==> config.mk <==
export PLATFORM = sky130hd
export DESIGN_NAME = tafs_sqrt
export DESIGN_NICKNAME = d
export VERILOG_FILES = /design/src/sv/tafs_pkg.sv /design/src/sv/tafs_sqrt.sv
export SDC_FILE = /design/constraint.sdc
export NUM_CORES = 2
export LEC_CHECK = 0
export BUFFER_PORTS_ARGS = -buffer_cell sky130_fd_sc_hd__clkbuf_2
export CAP_MARGIN = 20
export CORE_ASPECT_RATIO = 0.6
export CORE_MARGIN = 2
export CORE_UTILIZATION = 55
export CTS_CLUSTER_DIAMETER = 40
export DETAILED_ROUTE_END_ITERATION = 12
export PLACE_DENSITY = 0.84
export SYNTH_ARGS = -nofsm -noshare
export SYNTH_HDL_FRONTEND = slang
export SYNTH_SLANG_ARGS = --single-unit
==> constraint.sdc <==
create_clock -name clk -period 2.7 [get_ports clk]
set_input_delay 0.54 -clock clk [delete_from_list [all_inputs] [get_ports clk]]
set_output_delay 0.54 -clock clk [all_outputs]
set_load 0.01 [all_outputs]
==> src/sv/tafs_pkg.sv <==
// Shared types and constants for the triangle apex pipeline.
// Depends on nothing; every other file imports it.
package tafs_pkg;

  // Fixed port widths
  localparam int MM_BITS    = 14;
  localparam int STEP_BITS  = 24;
  localparam int CFG_BITS   = 16;

  // Millimetre to micrometre scale and the bits it adds
  localparam int STEP_SCALE = 1000;
  localparam int SCALE_BITS = 10;

  // Saturation limit of a step count
  localparam logic [STEP_BITS-1:0] STEPS_MAX = '1;

  // Control that travels with each item down the pipeline
  typedef struct packed {
    logic valid;
    logic invalid;
  } tafs_ctrl_t;

endpackage

==> src/sv/tafs_sqrt.sv <==
// Pipelined digit-by-digit square root of y^2, one root bit per stage.
// Depends on tafs_pkg.
module tafs_sqrt import tafs_pkg::*; #(
  parameter int LENGTH_BITS = 14,
  parameter int FRAC_BITS   = 8
) (
  input  logic                                  clk,
  input  logic                                  rst,
  input  tafs_ctrl_t                            ctrl_in,
  input  logic [2*LENGTH_BITS+2*FRAC_BITS-1:0]  ysq_in,
  input  logic [LENGTH_BITS+FRAC_BITS-1:0]      xfx_in,
  output tafs_ctrl_t                            ctrl_out,
  output logic [LENGTH_BITS+FRAC_BITS-1:0]      yfx_out,
  output logic [LENGTH_BITS+FRAC_BITS-1:0]      xfx_out
);

  localparam int QW = 2 * (LENGTH_BITS + FRAC_BITS);
  localparam int RB = LENGTH_BITS + FRAC_BITS;
  localparam int RW = RB + 2;

  tafs_ctrl_t    ctl  [RB+1];
  logic [RW-1:0] rem  [RB+1];
  logic [RB-1:0] root [RB+1];
  logic [QW-1:0] rn   [RB+1];
  logic [RB-1:0] xq   [RB+1];

  assign ctl[0]  = ctrl_in;
  assign rem[0]  = '0;
  assign root[0] = '0;
  assign rn[0]   = ysq_in;
  assign xq[0]   = xfx_in;

  for (genvar k = 0; k < RB; k++) begin : g_stage
    logic [RW-1:0] ext, trial;
    logic          go;

    // Bring down two radicand bits and try the next root bit
    always_comb begin
      ext   = {rem[k][RW-3:0], rn[k][QW-1:QW-2]};
      trial = {root[k], 2'b01};
      go    = (ext >= trial);
    end

    always_ff @(posedge clk) begin
      if (rst) begin
        ctl[k+1] <= '0;
      end else begin
        ctl[k+1] <= ctl[k];
      end
    end

    always_ff @(posedge clk) begin
      rem[k+1]  <= go ? ext - trial : ext;
      root[k+1] <= {root[k][RB-2:0], go};
      rn[k+1]   <= {rn[k][QW-3:0], 2'b00};
      xq[k+1]   <= xq[k];
    end
  end

  assign ctrl_out = ctl[RB];
  assign yfx_out  = root[RB];
  assign xfx_out  = xq[RB];

endmodule

==> results.toml <==
[status]
outcome = "complete, but fails checks"
violations_in_the_final_reports = "negative setup slack"

[placed_design]
gp_congestion = 0.934
preCtsSetupSlack_ns = -0.410
detailed_place_hpwl_mm = 68.9
buffer_ports.inserted = 115
placement_cell_area_um2 = 55700

[cells_and_area]
postLayoutCellArea_um2 = 62900
area_growth_pct = 20.3
layout.core_utilization = 0.669
final_layout_size_suffix_gt1_frac = 0.166
final.fill_count = 6558
multi_input_gate_area_um2 = 18200
fin_nets = 5437
sequential_cell_area_um2 = 33600

[power]
pwr_density_cell_nw_per_um2 = 999
power.total_uw = 62800
irDropWorstVdd_mv = 0.688
cellLeakagePower_uw = 0.0288

[routing]
post_drt_via_cell_ratio = 5.15
route.final.wire_length_mm = 104
routed-via-count = 33192
route.antenna.remaining_nets = 0
drt_first_pass_iters = 5
route.detailed.drc = 0
detail_route.wl_per_cell_um = 16.1
drt-initial-drc-count = 2448

[yosys]
number_of_enable_type_register_cells_in_the_synthesized_netlist = 0
avgSynthCellArea_um2 = 11.4
post_synth_instance_area_um2 = 52300
library_cell_with_the_largest_summed_area_after_synthesis = "dfxtp_1"
netlist_instances = 4597
postSynth.asyncResetShare = 0
post-synth-top-count-cell = "dfxtp_1"
yosysTopAreaCellShare = 0.642
ys_ff_latch = 1677
synth_flop_cell = "dfxtp_1"
synth.top_cells.by_area = "dfxtp_1 (64%), ha_1 (6.6%), xor2_1 (3.1%)"
synth.yosys.seq_area_share = 0.642
synth_common_cells = "dfxtp_1 (1677), inv_1 (333), nand2_1 (288)"
synth.distinct_cells = 79
postSynthNetCount = 4943
synth.yosys.warnings = 0

[timing]
setup_ws_ns = -0.0212
fin_setup_tns_ns = -0.0212
rsz0062_at_grt = "true"
tightestPinTransition_ns = 0.865
fin_crit_ns = 2.72
timing.final.hold_violations = 0
max-slew-margin-rel = 0.423
period_share = 1.01
max_freq_ghz = 0.367
timing_max_transition_violations_final = 0
final.setup_skew_ns = 0.0437
report.final.setup_viol = 1

[global_route]
grt_start_max_net_pins = 45
grt.total_usage = 0.208
via_count_of_the_first_global_routing_pass = 32258
antenna_found_initial = 1
grt_first_pass_wirelength_mm = 165
globalRouteOverflowTotal = 0

[flow_run]
max-cap-violations = 0

[die]
die_width_um = 402
die_area_um2 = 97700
initial_utilization = 0.556
i_o_pin_count = 116
row_count = 87
core_region_area_um2 = 94100
floorplan.die.height_um = 243

[clock_tree]
number_of_clock_buffers_inserted_by_tritoncts = 146
cts_htree_levels = 4
cts_root_buffer = "clkbuf_16"
maximum_number_of_buffers_from_clock_root_to_sink = 3
worst_setup_hold_path_clk_slew_ns = 0.07
tritoncts = "built"
tritoncts_num_sinks = 1677
clock_insertion_delay_worst_skew_ns = 0.78

[critical_path]
cp.required_ns = 3.37
worstSetupEndpointType = "flop"
worst-r2r-cell-count = 8
critical_path.startpoint_type = "flop"
arrival_ns = 3.39
criticalPathCategory = "flop to flop"
worst-path-max-fanout = 3
r2r_setup_slack_ns = -0.02

[worst_hold_path]
whs_path_depth = 0
min_path_type = "flop to flop"
## cell usage in the layout (no fill, tap or decap), types with 52 or more instances in the layout
cell type	instances
a21o_1	70
nand2_1	285
xor2_1	183
nor3_1	74
dlygate4sd3_1	69
nor2b_1	87
dfxtp_1	1655
a21oi_1	201
nand2b_1	52
nor2_1	200
nand3_1	59
inv_1	329
o21a_1	60
xnor2_1	163
buf_4	236
clkbuf_2	115
o21ai_0	220
clkbuf_16	149
ha_1	259
## cell type report
class | instances | share of cell area
repair buffers | 438 | 0.0525
clock inverters | 68 | 0.0163
clock buffers | 191 | 0.0638
multi-input cells | 2492 | 0.289
flip-flops and latches | 1677 | 0.534
diodes | 1 | 0.0000398
inverters | 336 | 0.0200
well taps | 1246 | 0.0248
## where the power goes
part,switching (uW),internal (uW)
Clock,9390,12000
Sequential,2220,28200
Combinational,5830,5220
## path summary, 6_finish.rpt
path / startpoint / end
worst max register to register: g_stage[6].ext[12]$_DFF_P_ / g_stage[7].ext[9]$_DFF_P_
worst min register to register: xq[227]$_DFF_P_ / xq[205]$_DFF_P_
worst max-delay path: g_stage[6].ext[12]$_DFF_P_ / g_stage[7].ext[9]$_DFF_P_
worst min-delay path: xq[227]$_DFF_P_ / xq[205]$_DFF_P_
## metrics by stage
step / std cells / hold WS [ns]
3_5_place_dp: 6090 / 0.312
2_1_floorplan: 4597 / 0.310
3_3_place_gp: 6090 / 0.310
5_1_grt: 6448 / 0.318
4_1_cts: 6427 / 0.310
6_report: 6449 / 0.306
## repair_timing
action	CTS	global route
gates cloned	0	3
endpoints found under the setup margin	146	279
pin swaps	20	54
hold endpoints to repair	69	0
buffers inserted	9	18
hold buffers	69	0
resized for setup	82	201
## cell families (layout without fill, tap and decap cells)
family / Yosys count / after routing / share of synthesized area
AOI/OAI and AO/OA: 803 / 804 / 0.0946
adders and majority gates: 276 / 276 / 0.0660
buffers and inverters: 429 / 1033 / 0.0329
DFF: 1677 / 1677 / 0.642
xor gates and xnor gates: 346 / 346 / 0.0579
muxes: 45 / 45 / 0.00964
and+or+nand+nor: 1020 / 1020 / 0.0969
other: 1 / 2 / 0.0000717
## registers in the layout, indices dropped and copies added, names as in the netlist
signal and flops:
ctl 42, g_stage.ext 476, g_stage.trial 231, ctrl_out 2, yfx_out 22, rn 420
xfx_out 22, xq 462
## per-layer routing
metal  GRT usage  up-vias  wire [um]
li1            -    16428          -
met1       0.300    15474      48900
met2       0.310     1097      44500
met3      0.0452      193       8030
met4      0.0729        0       2560
met5           0        -          0
## worst max-delay path, stage by stage, from the launching register on
cell and delay [ns]:
dfxtp_2 0.32, or4_4 0.54, or4b_4 0.54, or3_4 0.37, nor3_4 0.16, o211a_4 0.19, and2_4 0.18, inv_2 0.05
mux2_4 0.28
Note: power is estimated with default switching activity, not from simulation.
