$ cat config.mk
export PLATFORM = sky130hd
export DESIGN_NAME = tafs_steps
export DESIGN_NICKNAME = d
export VERILOG_FILES = /design/src/sv/tafs_pkg.sv /design/src/sv/tafs_steps.sv
export SDC_FILE = /design/constraint.sdc
export NUM_CORES = 2
export LEC_CHECK = 0
export BUFFER_PORTS_ARGS = -buffer_cell sky130_fd_sc_hd__buf_4
export CORE_MARGIN = 2
export CORE_UTILIZATION = 25
export DETAILED_ROUTE_END_ITERATION = 6
export HOLD_SLACK_MARGIN = 0.05
export PLACE_DENSITY = 0.5
export SLEW_MARGIN = 10
export SYNTH_ARGS = -nofsm -noshare
export SYNTH_HDL_FRONTEND = slang
export SYNTH_SLANG_ARGS = --single-unit
$ cat constraint.sdc
create_clock -name clk -period 5.5 [get_ports clk]
set_input_delay 0.275 -clock clk [delete_from_list [all_inputs] [get_ports clk]]
set_output_delay 0.275 -clock clk [all_outputs]
set_load 0.02 [all_outputs]
$ cat src/sv/tafs_pkg.sv
// Shared types and constants for the triangle apex pipeline.
// Depends on nothing; every other file imports it.
package tafs_pkg;

  // Fixed port widths
  localparam int MM_BITS    = 14;
  localparam int STEP_BITS  = 24;
  localparam int CFG_BITS   = 16;

  // Millimetre to micrometre scale and the bits it adds
  localparam int STEP_SCALE = 1000;
  localparam int SCALE_BITS = 10;

  // Saturation limit of a step count
  localparam logic [STEP_BITS-1:0] STEPS_MAX = '1;

  // Control that travels with each item down the pipeline
  typedef struct packed {
    logic valid;
    logic invalid;
  } tafs_ctrl_t;

endpackage

$ cat src/sv/tafs_steps.sv
// Rounding to millimetres, step conversion dividers and result register.
// Depends on tafs_pkg.
module tafs_steps import tafs_pkg::*; #(
  parameter int LENGTH_BITS = 14,
  parameter int FRAC_BITS   = 8
) (
  input  logic                              clk,
  input  logic                              rst,
  input  logic [CFG_BITS-1:0]               step_size,
  input  tafs_ctrl_t                        ctrl_in,
  input  logic [LENGTH_BITS+FRAC_BITS-1:0]  xfx_in,
  input  logic [LENGTH_BITS+FRAC_BITS-1:0]  yfx_in,
  output logic                              done,
  output logic [MM_BITS-1:0]                apex_x_mm,
  output logic [MM_BITS-1:0]                apex_y_mm,
  output logic [STEP_BITS-1:0]              apex_x_steps,
  output logic [STEP_BITS-1:0]              apex_y_steps,
  output logic                              invalid
);

  localparam int F  = FRAC_BITS;
  localparam int RB = LENGTH_BITS + FRAC_BITS;
  localparam int MW = LENGTH_BITS + 1;
  localparam int SW = MW + SCALE_BITS;
  localparam int CW = CFG_BITS;
  localparam int EW = SW + STEP_BITS;
  localparam logic [RB:0] HALF = (RB+1)'(1) << (F - 1);

  tafs_ctrl_t    ctrl_r, ctrl_m;
  logic [RB:0]   xsum, ysum;
  logic [MW-1:0] xm_r, ym_r, xm_m, ym_m;
  logic [SW-1:0] xp_m, yp_m;

  tafs_ctrl_t    ctl [SW+1];
  logic [CW-1:0] xr  [SW+1];
  logic [CW-1:0] yr  [SW+1];
  logic [SW-1:0] xn  [SW+1];
  logic [SW-1:0] yn  [SW+1];
  logic [MW-1:0] xmm [SW+1];
  logic [MW-1:0] ymm [SW+1];

  logic [EW-1:0] xq_ext, yq_ext;
  logic          off;

  // Round to nearest, ties up
  always_comb begin
    xsum = (RB+1)'(xfx_in) + HALF;
    ysum = (RB+1)'(yfx_in) + HALF;
  end

  always_ff @(posedge clk) begin
    if (rst) begin
      ctrl_r <= '0;
      ctrl_m <= '0;
    end else begin
      ctrl_r <= ctrl_in;
      ctrl_m <= ctrl_r;
    end
  end

  always_ff @(posedge clk) begin
    xm_r <= xsum[RB:F];
    ym_r <= ysum[RB:F];
    xp_m <= SW'(xm_r) * SW'(STEP_SCALE);
    yp_m <= SW'(ym_r) * SW'(STEP_SCALE);
    xm_m <= xm_r;
    ym_m <= ym_r;
  end

  assign ctl[0] = ctrl_m;
  assign xr[0]  = '0;
  assign yr[0]  = '0;
  assign xn[0]  = xp_m;
  assign yn[0]  = yp_m;
  assign xmm[0] = xm_m;
  assign ymm[0] = ym_m;

  for (genvar k = 0; k < SW; k++) begin : g_stage
    logic [CW:0] xe, ye;
    logic        xgo, ygo;

    // One quotient bit per lane against the step size
    always_comb begin
      xe  = {xr[k], xn[k][SW-1]};
      ye  = {yr[k], yn[k][SW-1]};
      xgo = (xe >= {1'b0, step_size});
      ygo = (ye >= {1'b0, step_size});
    end

    always_ff @(posedge clk) begin
      if (rst) begin
        ctl[k+1] <= '0;
      end else begin
        ctl[k+1] <= ctl[k];
      end
    end

    always_ff @(posedge clk) begin
      xr[k+1]  <= xgo ? CW'(xe - {1'b0, step_size}) : xe[CW-1:0];
      yr[k+1]  <= ygo ? CW'(ye - {1'b0, step_size}) : ye[CW-1:0];
      xn[k+1]  <= {xn[k][SW-2:0], xgo};
      yn[k+1]  <= {yn[k][SW-2:0], ygo};
      xmm[k+1] <= xmm[k];
      ymm[k+1] <= ymm[k];
    end
  end

  // Saturate step counts; zero step size turns conversion off
  always_comb begin
    xq_ext = EW'(xn[SW]);
    yq_ext = EW'(yn[SW]);
    off    = (step_size == '0);
  end

  always_ff @(posedge clk) begin
    if (rst) begin
      done <= 1'b0;
    end else begin
      done <= ctl[SW].valid;
    end
  end

  // Result register; a rejected item reads as all zero
  always_ff @(posedge clk) begin
    invalid <= ctl[SW].invalid;
    if (ctl[SW].invalid) begin
      apex_x_mm    <= '0;
      apex_y_mm    <= '0;
      apex_x_steps <= '0;
      apex_y_steps <= '0;
    end else begin
      apex_x_mm <= MM_BITS'({{MM_BITS{1'b0}}, xmm[SW]});
      apex_y_mm <= MM_BITS'({{MM_BITS{1'b0}}, ymm[SW]});
      if (off) begin
        apex_x_steps <= '0;
        apex_y_steps <= '0;
      end else begin
        apex_x_steps <= (xq_ext > EW'(STEPS_MAX)) ? STEPS_MAX : STEP_BITS'(xq_ext);
        apex_y_steps <= (yq_ext > EW'(STEPS_MAX)) ? STEPS_MAX : STEP_BITS'(yq_ext);
      end
    end
  end

endmodule

==> results.toml <==
[status]
run_status = "complete, no violations"

[worst_setup_path]
timing.critical_path.required_ns = 6.35
timing.critical_path.arrival_ns = 5.88
critPathLaunchType = "register"
critical_path.max_fanout = 5
critical_path.endpoint_type = "register"
critical_path_class = "reg -> reg"
number_of_cells_traversed_by_the_worst_register_to_register_path = 17

[global_route]
global_route.overflow_total = 0
antenna_found_initial = 23
grt_max_degree = 56
grt.total_usage_pct = 10.56
grt_first_pass_wirelength_um = 354300
via_count_of_the_first_global_routing_pass = 65090

[final_layout]
num-nets-final = 10790
layout-drive-gt1-share_pct = 13.94
layout.cells.non_filler = 15440
most-common-layout-cells = "sky130_fd_sc_hd__dfxtp_1 (2727), sky130_fd_sc_hd__ha_1 (876), sky130_fd_sc_hd__mux2_2 (505), sky130_fd_sc_hd__nand2_1 (504), sky130_fd_sc_hd__nor2_1 (482)"
seqCellArea_um2 = 54620
final_area_um2 = 123500
fillCellCount = 42220
multi_input_comb_area_um2 = 46860
flow.area_growth_from_synthesis_pct = 19.56
final_common_cell = "sky130_fd_sc_hd__dfxtp_1"
finish.utilization_pct = 29.97

[synth]
netlist_instances = 9166
yosys_warnings = 0
synth.area.top_cells = "sky130_fd_sc_hd__dfxtp_1 (53%), sky130_fd_sc_hd__ha_1 (11%), sky130_fd_sc_hd__mux2_2 (5.5%), sky130_fd_sc_hd__xnor2_1 (3.3%), sky130_fd_sc_hd__fa_1 (2.8%)"
dominantRegCellSynth = "sky130_fd_sc_hd__dfxtp_1"
synth.avg_cell_area_um2 = 11.27
synth_area_um2 = 103300
register_bit_total_from_synthesis = 2728
syn-num-nets = 10250
synth_top_area_share_pct = 52.85
synth-edff-count = 0
synth_top_cell_by_area = "sky130_fd_sc_hd__dfxtp_1"
synth-async-reset-ratio_pct = 0
synth_sequential_area_ratio_pct = 52.85
synthDistinctLibCells = 85

[sta]
timing_max_transition_violations_final = 0
finalCriticalPeriod_ns = 5.030
hold_violations = 0
setup_viol = 0
max_slew.worst_pin.slew_ns = 1.335
rsz0062_at_grt = "false"
final_sum_of_negative_setup_slack_ns = 0
final_min_period_over_clock_period_pct = 91.45
max_slew_margin_pct = 10.24
fin_worst_hold_slack_ns = 0.1908
worst_clock_skew_ns = 0.06979
clock.fmax_mhz = 198.8

[placed_design]
gp_routability_congestion = 0.8188
dpl-instance-area_um2 = 111900
dpl.hpwl_um = 162600
port_buffers = 127
place.detailed.instances = 14780

[cts]
cts_tree = "yes"
htree_levels = 5
cts-root-buf = "sky130_fd_sc_hd__clkbuf_16"
clk_latency_ns = 0.93
cts.sink_count = 2728
tritoncts.num_buffers = 310
clk_pin_slew_ns = 0.06
cts_buffer_depth = 4

[min_path]
hold_path.class = "in -> reg"
whs_path_depth = 4

[route]
post-route-drc-count = 0
vias = 64220
postRouteWirelength_um = 224500
drt-wirelength-per-cell_um = 14.54
wl_met1_um = 104300
met3_length_um = 7725
detail-route-antenna-nets = 0
drt-pass1-iter-count = 5
top_layer = "met5"
detailedRoute.firstIterationViolations = 2598
met2WireLength_um = 105100
vias_per_cell = 4.160

[pwr]
peakVddDrop_v = 0.0002823
power.density_nw_per_um2 = 593.5
power.leakage_nw = 53.07

[die]
chipWidth_um = 646.9
num_rows = 236
die_height_um = 646.9
initial_cell_density_of_the_core_pct = 25.07
fp.coreArea_um2 = 412200
number_of_top_level_pins = 142
design.die.area_um2 = 418500

[job]
max_cap_violations = 0
-- Yosys cell counts, types with 109 or more instances --
master,instances
sky130_fd_sc_hd__xor2_1,174
sky130_fd_sc_hd__nor3_1,178
sky130_fd_sc_hd__o21a_1,164
sky130_fd_sc_hd__a31oi_1,109
sky130_fd_sc_hd__mux2_2,505
sky130_fd_sc_hd__nor2b_1,232
sky130_fd_sc_hd__dfxtp_1,2728
sky130_fd_sc_hd__a21oi_1,447
sky130_fd_sc_hd__inv_1,406
sky130_fd_sc_hd__ha_1,876
sky130_fd_sc_hd__nand3_1,128
sky130_fd_sc_hd__o21ai_0,340
sky130_fd_sc_hd__fa_1,144
sky130_fd_sc_hd__xnor2_1,389
sky130_fd_sc_hd__mux2i_1,116
sky130_fd_sc_hd__a21o_1,213
sky130_fd_sc_hd__nor2_1,483
sky130_fd_sc_hd__nand2_1,504
-- critical path, stage by stage, from the launching register on --
cell	delay, ns
sky130_fd_sc_hd__dfxtp_1	0.42
sky130_fd_sc_hd__inv_1	0.15
sky130_fd_sc_hd__fa_1	0.53
sky130_fd_sc_hd__fa_1	0.44
sky130_fd_sc_hd__fa_1	0.50
sky130_fd_sc_hd__fa_1	0.52
sky130_fd_sc_hd__inv_1	0.04
sky130_fd_sc_hd__ha_1	0.34
sky130_fd_sc_hd__o21ai_0	0.18
sky130_fd_sc_hd__inv_1	0.08
sky130_fd_sc_hd__a2111oi_1	0.42
sky130_fd_sc_hd__buf_4	0.19
sky130_fd_sc_hd__o311ai_0	0.20
sky130_fd_sc_hd__a2111oi_1	0.40
sky130_fd_sc_hd__buf_4	0.18
sky130_fd_sc_hd__o31ai_1	0.07
sky130_fd_sc_hd__a21oi_1	0.17
sky130_fd_sc_hd__xnor2_1	0.13
-- routing by layer --
| layer | global-route usage (%) | vias to the layer above |
|---|---|---|
| li1 | - | 33340 |
| met2 | 18.19 | 778 |
| met5 | 0 | - |
| met3 | 1.596 | 430 |
| met1 | 13.37 | 29670 |
| met4 | 3.634 | 8 |
-- flip-flops by register name (all words and copies together), names as in the netlist, 24 cells and up --
name / flops
apex_x_steps: 24
apex_y_steps: 24
ctl: 52
g_stage.xe: 403
g_stage.ye: 403
xmm: 350
xn: 496
ymm: 350
yn: 496
-- report_power, final --
| group | leakage, nW | internal [W] | switching (W) |
|---|---|---|---|
| registers | 22.7 | 0.0250 | 0.00212 |
| clock network | 5.19 | 0.0126 | 0.00860 |
| logic | 25.2 | 0.0121 | 0.0128 |
| total | 53.1 | 0.0498 | 0.0236 |
-- final timing paths --
check | slack, ns | startpoint | end
setup / recovery | 0.47 | ym_r[3] | yp_m[24]
hold reg to reg | 0.28 | xn[343] | xn[319]
hold / removal | 0.19 | xfx_in[19] | xm_r[14]
setup reg to reg | 0.47 | ym_r[3] | yp_m[24]
-- kinds of logic after synthesis --
| kind of cell | count (synthesis) | synth area share [%] |
|---|---|---|
| AO/OA/AOI/OAI | 1748 | 11.05 |
| XOR/XNOR | 563 | 4.772 |
| multiplexers | 628 | 6.729 |
| flip-flops | 2728 | 52.85 |
| buffers and inverters | 516 | 1.936 |
| AND/OR/NAND/NOR | 1963 | 9.266 |
| adder cells (fa/ha/maj) | 1020 | 13.40 |
-- through the flow --
| stage | setup slack (ns) | power, W |
|---|---|---|
| floorplan | 0.7753 | 0.04662 |
| global placement | 0.3959 | 0.05257 |
| detailed placement | 0.3668 | 0.05261 |
| CTS | 0.3610 | 0.07462 |
| global route | 0.08751 | 0.07887 |
| finish | 0.4704 | 0.07332 |
-- what timing repair did --
action,in CTS,in global routing
buffers inserted,0,0
gates resized for setup,0,0
hold endpoints to repair,122,0
hold buffers,92,0
-- cell type report --
cell class	instances	share of cell area, %
sequential	2728	44.21
multi-input combinational	5922	37.93
clock buffer	416	7.056
tap	5474	5.544
timing repair buffer	340	2.414
clock inverter	144	1.599
inverter	408	1.241
antenna	5	0.01013
Note: power is estimated with default switching activity, not from simulation.
